[src/sv/scmt_pkg.sv]
`default_nettype none
// ----------------------------------------------------------------------------
// scmt_pkg
// Types, constants and helpers shared by the solution class merge table.
// ----------------------------------------------------------------------------
package scmt_pkg;

    localparam int MAX_CLASSES = 64;
    localparam int MAX_VARS    = 5;
    localparam int COORD_W     = 32;
    localparam int OBJ_W       = 32;
    localparam int HIT_W       = 16;
    localparam int IDX_W       = $clog2(MAX_CLASSES);
    localparam int CNT_W       = $clog2(MAX_CLASSES + 1);
    localparam int VC_W        = 3;
    localparam int TOL_W       = 32;
    localparam int CFG_IDX_W   = 8;
    localparam int CFG_DATA_W  = 32;

    localparam logic [CFG_IDX_W-1:0] REG_MATCH_TOLERANCE = CFG_IDX_W'(0);
    localparam logic [CFG_IDX_W-1:0] REG_VAR_COUNT       = CFG_IDX_W'(1);

    localparam logic [TOL_W-1:0]   TOL_RESET = TOL_W'(16777);
    localparam logic [VC_W-1:0]    VC_RESET  = VC_W'(2);
    localparam logic [HIT_W-1:0]   HIT_MAX   = {HIT_W{1'b1}};
    localparam logic [COORD_W-1:0] KEY_BIAS  = {1'b1, {(COORD_W-1){1'b0}}};

    typedef logic [MAX_VARS-1:0][COORD_W-1:0] coord_vec_t;

    typedef struct packed {
        logic signed [COORD_W-1:0] coord_0;
        logic signed [COORD_W-1:0] coord_1;
        logic signed [COORD_W-1:0] coord_2;
        logic signed [COORD_W-1:0] coord_3;
        logic signed [COORD_W-1:0] coord_4;
        logic [OBJ_W-1:0]          objective;
        logic [HIT_W-1:0]          hit_count;
        logic                      batch_last;
    } in_item_t;

    typedef struct packed {
        logic [IDX_W-1:0] class_index;
        logic             is_new;
        logic             improved;
        logic [HIT_W-1:0] class_total;
        logic             table_full;
        logic [CNT_W-1:0] classes_in_use;
        logic             batch_end;
    } out_item_t;

    typedef struct packed {
        coord_vec_t       coords;
        logic [OBJ_W-1:0] best;
        logic [HIT_W-1:0] hits;
    } class_row_t;

    typedef struct packed {
        logic load;
        logic scan;
        logic commit;
    } ctrl_cmd_t;

    typedef struct packed {
        logic decided;
        logic out_free;
    } dp_status_t;

    function automatic logic [VC_W-1:0] active_vars(input logic [VC_W-1:0] vc);
        logic [VC_W-1:0] n;
        n = vc;
        if (n == VC_W'(0)) begin
            n = VC_W'(1);
        end else if (n > VC_W'(MAX_VARS)) begin
            n = VC_W'(MAX_VARS);
        end
        return n;
    endfunction

endpackage
`default_nettype wire

[src/sv/scmt_ctrl.sv]
`default_nettype none
// ----------------------------------------------------------------------------
// scmt_ctrl
// Sequencer: accept a candidate, scan the class store, commit the update.
// ----------------------------------------------------------------------------
module scmt_ctrl (
    input  wire logic                 aclk,
    input  wire logic                 aresetn,
    input  wire logic                 s_valid,
    output logic                      s_ready,
    output scmt_pkg::ctrl_cmd_t       cmd,
    input  wire scmt_pkg::dp_status_t status
);

    import scmt_pkg::*;

    localparam logic [1:0] ST_IDLE   = 2'd0;
    localparam logic [1:0] ST_SCAN   = 2'd1;
    localparam logic [1:0] ST_COMMIT = 2'd2;

    logic [1:0] state_reg, state_next;

    assign s_ready    = state_reg == ST_IDLE;
    assign cmd.load   = s_valid && s_ready;
    assign cmd.scan   = state_reg == ST_SCAN;
    assign cmd.commit = (state_reg == ST_COMMIT) && status.out_free;

    always_comb begin
        state_next = state_reg;
        case (state_reg)
            ST_IDLE: begin
                if (s_valid) begin
                    state_next = ST_SCAN;
                end
            end
            ST_SCAN: begin
                if (status.decided) begin
                    state_next = ST_COMMIT;
                end
            end
            ST_COMMIT: begin
                if (status.out_free) begin
                    state_next = ST_IDLE;
                end
            end
            default: begin
                state_next = ST_IDLE;
            end
        endcase
    end

    always_ff @(posedge aclk) begin
        if (!aresetn) begin
            state_reg <= ST_IDLE;
        end else begin
            state_reg <= state_next;
        end
    end

    a_scan_after_load: assert property (@(posedge aclk) disable iff (!aresetn)
        cmd.load |=> cmd.scan)
        else $error("transaction taken but no scan");

    a_commit_after_decide: assert property (@(posedge aclk) disable iff (!aresetn)
        (cmd.scan && status.decided) |=> (state_reg == ST_COMMIT))
        else $error("decision not followed by commit");

    a_no_load_busy: assert property (@(posedge aclk) disable iff (!aresetn)
        (cmd.scan || state_reg == ST_COMMIT) |-> !s_ready)
        else $error("ready while busy");

endmodule
`default_nettype wire

[config.mk]
export PLATFORM = sky130hd
export DESIGN_NAME = scmt_ctrl
export DESIGN_NICKNAME = d
export VERILOG_FILES = /design/src/sv/scmt_pkg.sv /design/src/sv/scmt_ctrl.sv
export SDC_FILE = /design/constraint.sdc
export NUM_CORES = 1
export LEC_CHECK = 0
export BUFFER_PORTS_ARGS = -buffer_cell sky130_fd_sc_hd__buf_4
export CAP_MARGIN = 20
export CELL_PAD_IN_SITES_DETAIL_PLACEMENT = 0
export CELL_PAD_IN_SITES_GLOBAL_PLACEMENT = 2
export CORE_AREA = 4 4 41 43
export CTS_CLUSTER_SIZE = 24
export DETAILED_ROUTE_END_ITERATION = 6
export DIE_AREA = 0 0 45 47
export MAX_ROUTING_LAYER = met4
export PLACE_DENSITY_LB_ADDON = 0.1
export SETUP_SLACK_MARGIN = 0.2
export SLEW_MARGIN = 20
export SYNTH_ARGS = -nofsm -noshare
export SYNTH_HDL_FRONTEND = slang
export SYNTH_SLANG_ARGS = --single-unit
[constraint.sdc]
create_clock -name aclk -period 0.8 [get_ports aclk]
set_input_delay 0.16 -clock aclk [delete_from_list [all_inputs] [get_ports aclk]]
set_output_delay 0.16 -clock aclk [all_outputs]
set_load 0.01 [all_outputs]
# Word level (Yosys, flattened, before mapping)

Index checks and enable logic that the tools add are counted.
W data, S select, Z words.

Bits in latches: 0
Output and inout port bits: 4
ROM bits: 0
Register bits: 2
Input bits: 5
Memories kept: 0
Word-level logic and storage cells: 14
RAM bits: 0

Bitwise logic cells: 0
Order comparisons: 0
Mux-type cells: 4
Reductions and logical operators: 4
Equal/unequal tests: 5
Div/mod/pow operators: 0
$mul: 0
Shift operators: 0
Add/sub/neg operators: 0

Operator list:

| operator             | number |
|---|---|
| $mux W2              | 3 |
| $pmux W2 S3          | 1 |
| $ne A2 B2 Y1 const B | 2 |
| $reduce_and A3 Y1    | 1 |
| $eq A2 B1 Y1 const B | 1 |
| $eq A2 B2 Y1 const B | 1 |
| $logic_and A1 B1 Y1  | 2 |
| $logic_not A2 Y1     | 1 |
| $ne A2 B1 Y1 const B | 1 |

# Longest topological paths before layout

Gate-level depths: netlist of the first run.

Word-level depth: 3
Mapped depth: 2
Gate-level depth less buffers: 2

# Worst setup path before layout of the first run

Ideal clock, no wire load.

Kind: register to output
From: reg state_reg[0]
To: out cmd[2] (netlist name)
Required time: 0.640 ns
Setup slack: -0.083 ns
Arrival: 0.723 ns
Cell stages (with the launch flop): 3
Path buffers: 0
Cell sequence: dfxtp_1 > nor2_1 > and2_1

RTL lines:

| element                  | line            | source |
|---|---|---|
| start: declaration       | scmt_ctrl.sv:21 | `logic [1:0] state_reg, state_next;` |
| start signal: assignment | scmt_ctrl.sv:56 | `state_reg <= state_next;` |
| end: declaration         | scmt_ctrl.sv:11 | `output scmt_pkg::ctrl_cmd_t cmd,` |

==> results of run 1 <==
[layout make-up]
class                      instances  area [sq um]  area share (%)
clock buffer                       3          22.5            8.33
multi-input combinational         11          91.3            33.8
sequential                         2          47.5            17.6
tap                               15          18.8            6.94
timing repair buffer              10          90.1            33.3
[routing by layer]
layer | GRT usage [%] | routed length [microns] | up-vias | share of wire [%]
li1 | - | - | 70 | -
met1 | 4.51 | 152 | 63 | 41
met2 | 6.21 | 193 | 7 | 52
met3 | 0 | 25 | 0 | 6.7
met4 | 7.02 | 0 | 0 | 0
met5 | - | 0 | - | 0
[critical path, stage by stage, from the launching register on]
cell     delay (ns)
dfxtp_4        0.35
nor2_4         0.10
and2_4         0.14
buf_6          0.09
[per-stage QoR]
step	instances	setup TNS [ns]	setup WS [ns]	hold slack (ns)
5_1_grt	41	-1.22	-0.292	0.187
6_report	41	-1.01	-0.260	0.188
3_3_place_gp	36	-0.104	-0.0568	0.409
2_1_floorplan	13	-0.00522	-0.00522	0.279
4_1_cts	40	-1.07	-0.286	0.168
3_5_place_dp	36	-0.0970	-0.0470	0.398
[timing repair]
action                                  in CTS  in global routing
buffers inserted                             1                  1
gates resized for setup                      3                  2
endpoints found under the setup margin       6                  6
pin swaps                                    2                  3
[power groups by stage]
stage	logic, uW	registers, uW	clock network [uW]
floorplan	43.4	116	0
global placement	88.3	119	0
detailed placement	87.3	119	0
CTS	105	118	235
global route	125	119	251
finish	116	117	221
[layout by cell type, fill, tap and decap left out]
cell type and instances:
nor2_4 1, nand2_1 1, nand2b_1 2, a21oi_2 1, clkbuf_4 3, buf_6 4, and2_4 1, a31o_1 1
dfxtp_4 2, buf_4 6, and4bb_1 1, or2b_1 1, nor2b_4 1, nor2_1 1
[cells by family after synthesis]
| group | Yosys count |
|---|---|
| AND/OR/NAND/NOR | 9 |
| flip-flops | 2 |
| AO/OA/AOI/OAI | 2 |
[final timing paths]
check	end	slack (ns)	cells after the start
setup / recovery	cmd[2]	-0.26	3
hold / removal	state_reg[1]	0.19	2
hold reg to reg	state_reg[0]	0.58	2
setup reg to reg	state_reg[1]	-0.06	3
==> results.tsv, run 1 <==
stage	metric	value	unit
worst_setup_path	CP Class	register to output port	
drt	Detail Route Antenna Nets	0	
yosys	Post-synth EDFFs	0	
drt	DRC viols	0	
power	Max VDD drop	0.408	mV
placed_design	IO buf count	8	
yosys	mux share of post-synthesis cell area	0	%
placed_design	Placed Area	214	sq um
layout	Filler Cells Inserted	163	
yosys	synthesized area	113	sq um
power	Sw Ratio	22.9	%
placed_design	gp weighted congestion	0.659	
yosys	post-synthesis xor/xnor area fraction	0	%
worst_setup_path	endpoint class of the critical path	output port	
layout	max reg flops	2	
global_routing	initial antenna violation count	0	
worst_setup_path	CP max FO	6	
clock_tree	deepest clock path buffer count	2	
yosys	register area share after synthesis	35.6	%
yosys	main combinational cell family by area after synthesis	simple AND/OR/NAND/NOR gates	
layout	antenna cells	0	
power	Power Total	454	uW
timing	setup ws final	-0.260	ns
die	DIE WIDTH	45	microns
clock_tree	Hold Buf Count CTS	0	
worst_setup_path	origin of the critical flop-to-flop path	state_reg[0]	
yosys	Async SR Flop Fraction	0	%
clock_tree	CTS Root Buffer Type	clkbuf_4	
yosys	area share of fa/ha/maj cells after synthesis	0	%
yosys	Distinct cells, synth	10	
clock_tree	worst-skew pair later-pin latency	0.22	ns
timing	crit share post-route	133	%
clock_tree	clock-pin slew on the worst setup and hold paths	0.03	ns
yosys	FF+latch count, synth	2	
die	Die Area	2120	sq um
outcome	failing checks	negative setup slack	
yosys	most instantiated cells after synthesis	dfxtp_1, nand2b_1, nor2_1	
yosys	Compound-Gate Fraction of Synth Area	12.2	%
power	sequential power share	25.8	%
drt	via density per instance	3.41	
yosys	Mean Syn Cell Area	8.66	sq um
power	Power Internal	350	uW
power	combinational share of power	25.6	%
yosys	predominant post-synthesis flop cell	dfxtp_1	
timing	Tightest Pin Transition	0.0982	ns
yosys	Post-Syn Instances	13	
global_routing	first-pass GRT wire length	607	microns
timing	fmax	0.943	GHz
layout	Nets	33	
global_routing	global route total overflow	0	
power	clock share of power	48.6	%
power	Leakage	0.000121	uW
layout	fraction of layout cells with a size suffix above 1	73.1	%
timing	RSZ-0062 raised after global routing	yes	
worst_setup_path	type of origin of the critical path	register	
yosys	Yosys top cell area share	35.6	%
worst_setup_path	Critical Path RT	0.64	ns
die	core box area	1300	sq um
clock_tree	H-tree levels	1	
timing	Worst slew margin	93.4	%
global_routing	vias in the first global route	161	
clock_tree	clock sink total	2	
yosys	syn nets	18	
clock_tree	Num CTS Buffers	3	
clock_tree	CTS tree	done	
timing	Tmin final	1.06	ns
die	# IOs	9	
yosys	simple-gate share of the synthesized area	52.2	%
power	pwr dens	1680	nW/um^2
die	DIE HEIGHT	47	microns
drt	initial drt markers	0	
global_routing	Tot GR Track Use	4.39	%
hold_path	Worst Hold Class	input pin to register	
placed_design	hpwl dp	299	microns
yosys	largest cells by area after synthesis	dfxtp_1, and4bb_1, nand2b_1	
hold_path	hold_sp	status[1]	
drt	Routed WL	371	microns
drt	Initial DRT Pass Iterations	1	
drt	vias	140	
power	Psw	104	uW
global_routing	largest net degree at the start of global routing	7	
die	Initial Util	8.65	%
die	Site Rows	13	
layout	Layout area overhead	140	%
yosys	yosys warns	0	
timing	final setup fails	5	
outcome	outcome	finished, violations left	
timing	Final Skew	0.000603	ns
timing	Slew Limit Fails	0	
drt	Avg WL per Cell	9.05	microns
yosys	Synth area leader	dfxtp_1	
layout	final std cell area, no fill	270	sq um
layout	Finished Core Util	20.8	%
worst_setup_path	crit path from	state_reg[0]	
run	# Max-Cap Violations	0	
timing	final hold violations	0	
worst_setup_path	CP arrival	0.90	ns
(Power assumes the default switching activity.)
==> run 2: changes to the inputs <==
ABC_AREA = 1   (was unset)
REMOVE_ABC_BUFFERS = 1   (was unset)
==> results.tsv, run 2 <==
stage	metric	value	unit
outcome	outcome	finished, violations left	
outcome	failing checks	negative setup slack	
power	pwr dens	1530	nW/um^2
run	# Max-Cap Violations	0	
yosys	Post-synth EDFFs	0	
worst_setup_path	CP arrival	0.90	ns
layout	Finished Core Util	24.2	%
yosys	area share of fa/ha/maj cells after synthesis	0	%
power	Leakage	0.000158	uW
yosys	yosys warns	0	
die	Site Rows	13	
die	core box area	1300	sq um
timing	Tmin final	1.06	ns
power	sequential power share	23.3	%
layout	max reg flops	2	
clock_tree	H-tree levels	1	
clock_tree	clock-pin slew on the worst setup and hold paths	0.03	ns
yosys	Mean Syn Cell Area	6.19	sq um
layout	fraction of layout cells with a size suffix above 1	79.4	%
clock_tree	deepest clock path buffer count	2	
worst_setup_path	CP max FO	2	
drt	vias	154	
hold_path	Worst Hold Class	input pin to register	
timing	Final Skew	0.00141	ns
power	Max VDD drop	0.505	mV
yosys	Async SR Flop Fraction	0	%
worst_setup_path	type of origin of the critical path	register	
drt	Routed WL	393	microns
placed_design	Place WS	-0.0900	ns
drt	Initial DRT Pass Iterations	1	
power	Sw Ratio	25.9	%
yosys	most frequent cell after synthesis	inv_1	
drt	initial drt markers	0	
clock_tree	Hold Buf Count CTS	0	
drt	Avg WL per Cell	8.02	microns
power	Power Internal	357	uW
global_routing	largest net degree at the start of global routing	4	
layout	Nets	41	
die	Die Area	2120	sq um
timing	Slew Limit Fails	0	
power	Power Total	482	uW
layout	commonest cells after routing, fill and taps aside	buf_4, buf_6, inv_1	
power	combinational share of power	31.1	%
drt	via density per instance	3.14	
clock_tree	CTS Root Buffer Type	clkbuf_4	
die	Initial Util	9.04	%
die	DIE WIDTH	45	microns
yosys	FF+latch count, synth	2	
die	DIE HEIGHT	47	microns
yosys	main combinational cell family by area after synthesis	simple AND/OR/NAND/NOR gates	
timing	Tightest Pin Transition	0.205	ns
timing	RSZ-0062 raised after global routing	yes	
yosys	simple-gate share of the synthesized area	37.2	%
yosys	Distinct cells, synth	8	
worst_setup_path	endpoint class of the critical path	output port	
yosys	Post-Syn Instances	19	
yosys	largest cells by area after synthesis	dfxtp_1, inv_1, nand2_1	
yosys	most instantiated cells after synthesis	inv_1, nand2_1, nor2_1	
global_routing	Tot GR Track Use	4.89	%
layout	antenna cells	0	
timing	fmax	0.940	GHz
clock_tree	clock sink total	2	
drt	DRC viols	0	
clock_tree	worst-skew pair later-pin latency	0.22	ns
die	# IOs	9	
timing	Worst slew margin	86.3	%
global_routing	vias in the first global route	166	
placed_design	hpwl dp	280	microns
drt	Detail Route Antenna Nets	0	
power	clock share of power	45.6	%
clock_tree	Num CTS Buffers	3	
yosys	Compound-Gate Fraction of Synth Area	9.57	%
timing	final hold violations	0	
yosys	Synth area leader	dfxtp_1	
global_routing	global route total overflow	0	
worst_setup_path	Critical Path RT	0.64	ns
placed_design	gp weighted congestion	0.593	
global_routing	initial antenna violation count	0	
worst_setup_path	CP Class	register to output port	
yosys	Yosys top cell area share	34.0	%
placed_design	IO buf count	8	
timing	final setup fails	6	
power	Psw	125	uW
yosys	synthesized area	118	sq um
yosys	mux share of post-synthesis cell area	0	%
yosys	predominant post-synthesis flop cell	dfxtp_1	
yosys	register area share after synthesis	34.0	%
timing	setup ws final	-0.264	ns
layout	Layout area overhead	168	%
yosys	post-synthesis xor/xnor area fraction	0	%
clock_tree	CTS tree	done	
timing	crit share post-route	133	%
global_routing	first-pass GRT wire length	614	microns
==> run 2: path summary, 6_finish.rpt <==
path | from | slack, ns | endpoint | cells after the start
worst min register to register | state_reg[0] | 0.64 | state_reg[0] | 4
worst max register to register | state_reg[1] | -0.12 | state_reg[1] | 5
worst max-delay path | state_reg[0] | -0.26 | cmd[0] | 4
worst min-delay path | aresetn | 0.19 | state_reg[1] | 3
==> run 2: stage by stage <==
step	area [sq um]	hold slack, ns	std cells	TNS, ns
floorplan	118	0.292	19	-0.0772
global placement	196	0.411	42	-0.263
detailed placement	196	0.408	42	-0.226
CTS	287	0.183	49	-1.25
global route	315	0.213	49	-1.44
finish	315	0.186	49	-1.17
==> run 2: per-layer routing <==
| metal | vias up | GRT usage (%) | part of all wire [%] |
|---|---|---|---|
| met5 | - | - | 0 |
| met4 | 0 | 7.02 | 0 |
| met3 | 0 | 1.53 | 7.6 |
| met2 | 4 | 7.06 | 61 |
| met1 | 66 | 4.30 | 32 |
| li1 | 84 | - | - |
==> run 2: cells by family (layout without fill, tap and decap cells) <==
family	count (synthesis)	in the layout
AO/OA/AOI/OAI	2	2
flip-flops	2	2
AND/OR/NAND/NOR	9	9
buffers and inverters	6	21
==> run 2: timing repair <==
item                                    4_1_cts  5_1_grt
pin swaps                                     3        3
gates resized for setup                      10        9
buffers inserted                              4        0
endpoints found under the setup margin        6        6
hold endpoints to repair                      0        0
==> run 2: final cells by class <==
class / count / area [sq um]
fillers: 164 / 986
clock buffers: 3 / 22.5
well taps: 15 / 18.8
multi-input cells: 11 / 93.8
flip-flops and latches: 2 / 45.0
inverters: 6 / 22.5
repair buffers: 12 / 113
==> run 2: worst max-delay path: stages, from the launching register on <==
cell and delay (ns):
dfxtp_2 0.32, inv_2 0.08, nand2_2 0.06, nor2_1 0.10, buf_4 0.12
==> run 2: power groups by stage <==
stage | Sequential, uW | Combinational [uW] | Clock (uW)
final | 112 | 150 | 220
after global routing | 113 | 164 | 236
after CTS | 112 | 134 | 238
after detailed placement | 112 | 83.2 | 0
after global placement | 112 | 84.5 | 0
after floorplan | 112 | 38.7 | 0
==> run 3: changes to the inputs <==
clock period = 0.95 ns   (was 0.8 ns; I/O delays follow)
==> results.tsv, run 3 (synthesis results as in run 2) <==
stage	metric	value	unit
worst_setup_path	critical path, cell by cell	inv_2 > nand2_2 > nor2_1 > buf_4	
timing	Slew Limit Fails	0	
timing	Tmin final	1.09	ns
power	pwr dens	1300	nW/um^2
drt	initial drt markers	0	
die	Site Rows	13	
drt	Avg WL per Cell	8.06	microns
die	core box area	1300	sq um
worst_setup_path	WP buf/inv	2	
layout	FF+latch area	45.0	sq um
timing	crit share post-route	115	%
layout	Filler Cells Inserted	165	
placed_design	gp weighted congestion	0.593	
timing	RSZ-0062 raised after global routing	yes	
layout	antenna cells	0	
worst_setup_path	CP arrival	0.90	ns
clock_tree	clock sink total	2	
worst_setup_path	CP max FO	2	
worst_setup_path	type of origin of the critical path	register	
worst_setup_path	Crit path largest cell delay	0.32	ns
die	DIE WIDTH	45	microns
die	Die Area	2120	sq um
drt	Routed WL	395	microns
worst_setup_path	endpoint class of the critical path	output port	
layout	max reg flops	2	
timing	Tightest Pin Transition	0.205	ns
global_routing	largest net degree at the start of global routing	4	
clock_tree	Num CTS Buffers	3	
clock_tree	deepest clock path buffer count	2	
layout	Nets	41	
layout	Layout area overhead	164	%
die	DIE HEIGHT	47	microns
timing	Final Skew	0.00141	ns
global_routing	first-pass GRT wire length	614	microns
power	Max VDD drop	0.423	mV
placed_design	hpwl dp	280	microns
worst_setup_path	Critical Path RT	0.76	ns
outcome	failing checks	negative setup slack	
layout	multi-input logic area	88.8	sq um
drt	DRC viols	0	
worst_setup_path	Crit path max-delay family	flip-flops	
clock_tree	CTS Root Buffer Type	clkbuf_4	
power	Leakage	0.000151	uW
die	# IOs	9	
hold_path	Worst Hold Class	input pin to register	
drt	Detail Route Antenna Nets	0	
timing	Worst slew margin	86.3	%
placed_design	IO buf count	8	
timing	final hold violations	0	
global_routing	initial antenna violation count	0	
global_routing	vias in the first global route	166	
drt	via density per instance	3.14	
die	Initial Util	9.04	%
timing	final setup fails	4	
worst_setup_path	CP max stage cell	dfxtp_2	
timing	fmax	0.914	GHz
layout	fraction of layout cells with a size suffix above 1	79.4	%
layout	commonest cells after routing, fill and taps aside	buf_4, buf_6, nand2_2, inv_1	
run	# Max-Cap Violations	0	
timing	setup ws final	-0.144	ns
drt	vias	154	
clock_tree	clock-pin slew on the worst setup and hold paths	0.03	ns
worst_setup_path	CP Class	register to output port	
clock_tree	worst-skew pair later-pin latency	0.22	ns
global_routing	global route total overflow	0	
outcome	outcome	finished, violations left	
timing	setup TNS	-0.487	ns
global_routing	Tot GR Track Use	4.89	%
clock_tree	CTS tree	done	
drt	Initial DRT Pass Iterations	1	
clock_tree	H-tree levels	1	
placed_design	Place WS	0.0300	ns
-- run 3: layout make-up --
cell class | instances | area share [%]
repair buffers | 12 | 36.3
multi-input cells | 11 | 28.6
flip-flops and latches | 2 | 14.5
clock buffers | 3 | 7.26
inverters | 6 | 7.26
well taps | 15 | 6.05
-- run 3: repair_timing --
item                                   in CTS  in global routing
hold buffers                                0                  0
gates resized for setup                    10                  8
pin swaps                                   3                  3
endpoints found under the hold margin       0                  0
setup endpoints to repair                   6                  6
setup buffers                               4                  0
-- run 3: power by group --
group / total [uW] / switching (uW) / internal [uW]
Combinational: 124 / 51.5 / 72.3
Sequential: 94.5 / 5.93 / 88.6
Clock: 185 / 46.2 / 139
Total: 404 / 104 / 300
-- run 3: per-stage QoR --
step	instances	total power [uW]	hold slack, ns	cell area, sq um	utilization (%)
floorplan	19	127	0.322	118	-
global placement	42	165	0.441	196	15.1
detailed placement	42	165	0.438	196	15.1
CTS	49	408	0.213	287	22.0
global route	49	429	0.243	310	23.8
finish	49	404	0.216	310	23.8
-- run 3: final timing paths --
check                    start           end  cells past startpoint  slack [ns]
setup / recovery  state_reg[0]        cmd[0]                      4       -0.14
hold reg to reg   state_reg[0]  state_reg[0]                      4        0.64
setup reg to reg  state_reg[1]  state_reg[1]                      5        0.03
hold / removal         aresetn  state_reg[1]                      3        0.22
-- run 3: metal layers --
layer | track usage, % | share of wire (%) | vias to the layer above | wire length, microns
met5 | - | 0 | - | 0
met4 | 7.02 | 0 | 0 | 0
met3 | 1.53 | 7.6 | 0 | 30
met2 | 7.06 | 60 | 4 | 237
met1 | 4.30 | 32 | 66 | 127
li1 | - | - | 84 | -
-- run 3: worst register-to-register path, cell delays in order, from the launching register on --
cell     delay [ns]
dfxtp_4        0.36
buf_6          0.10
nor2_4         0.03
buf_6          0.11
a31oi_4        0.15
nor2_1         0.05
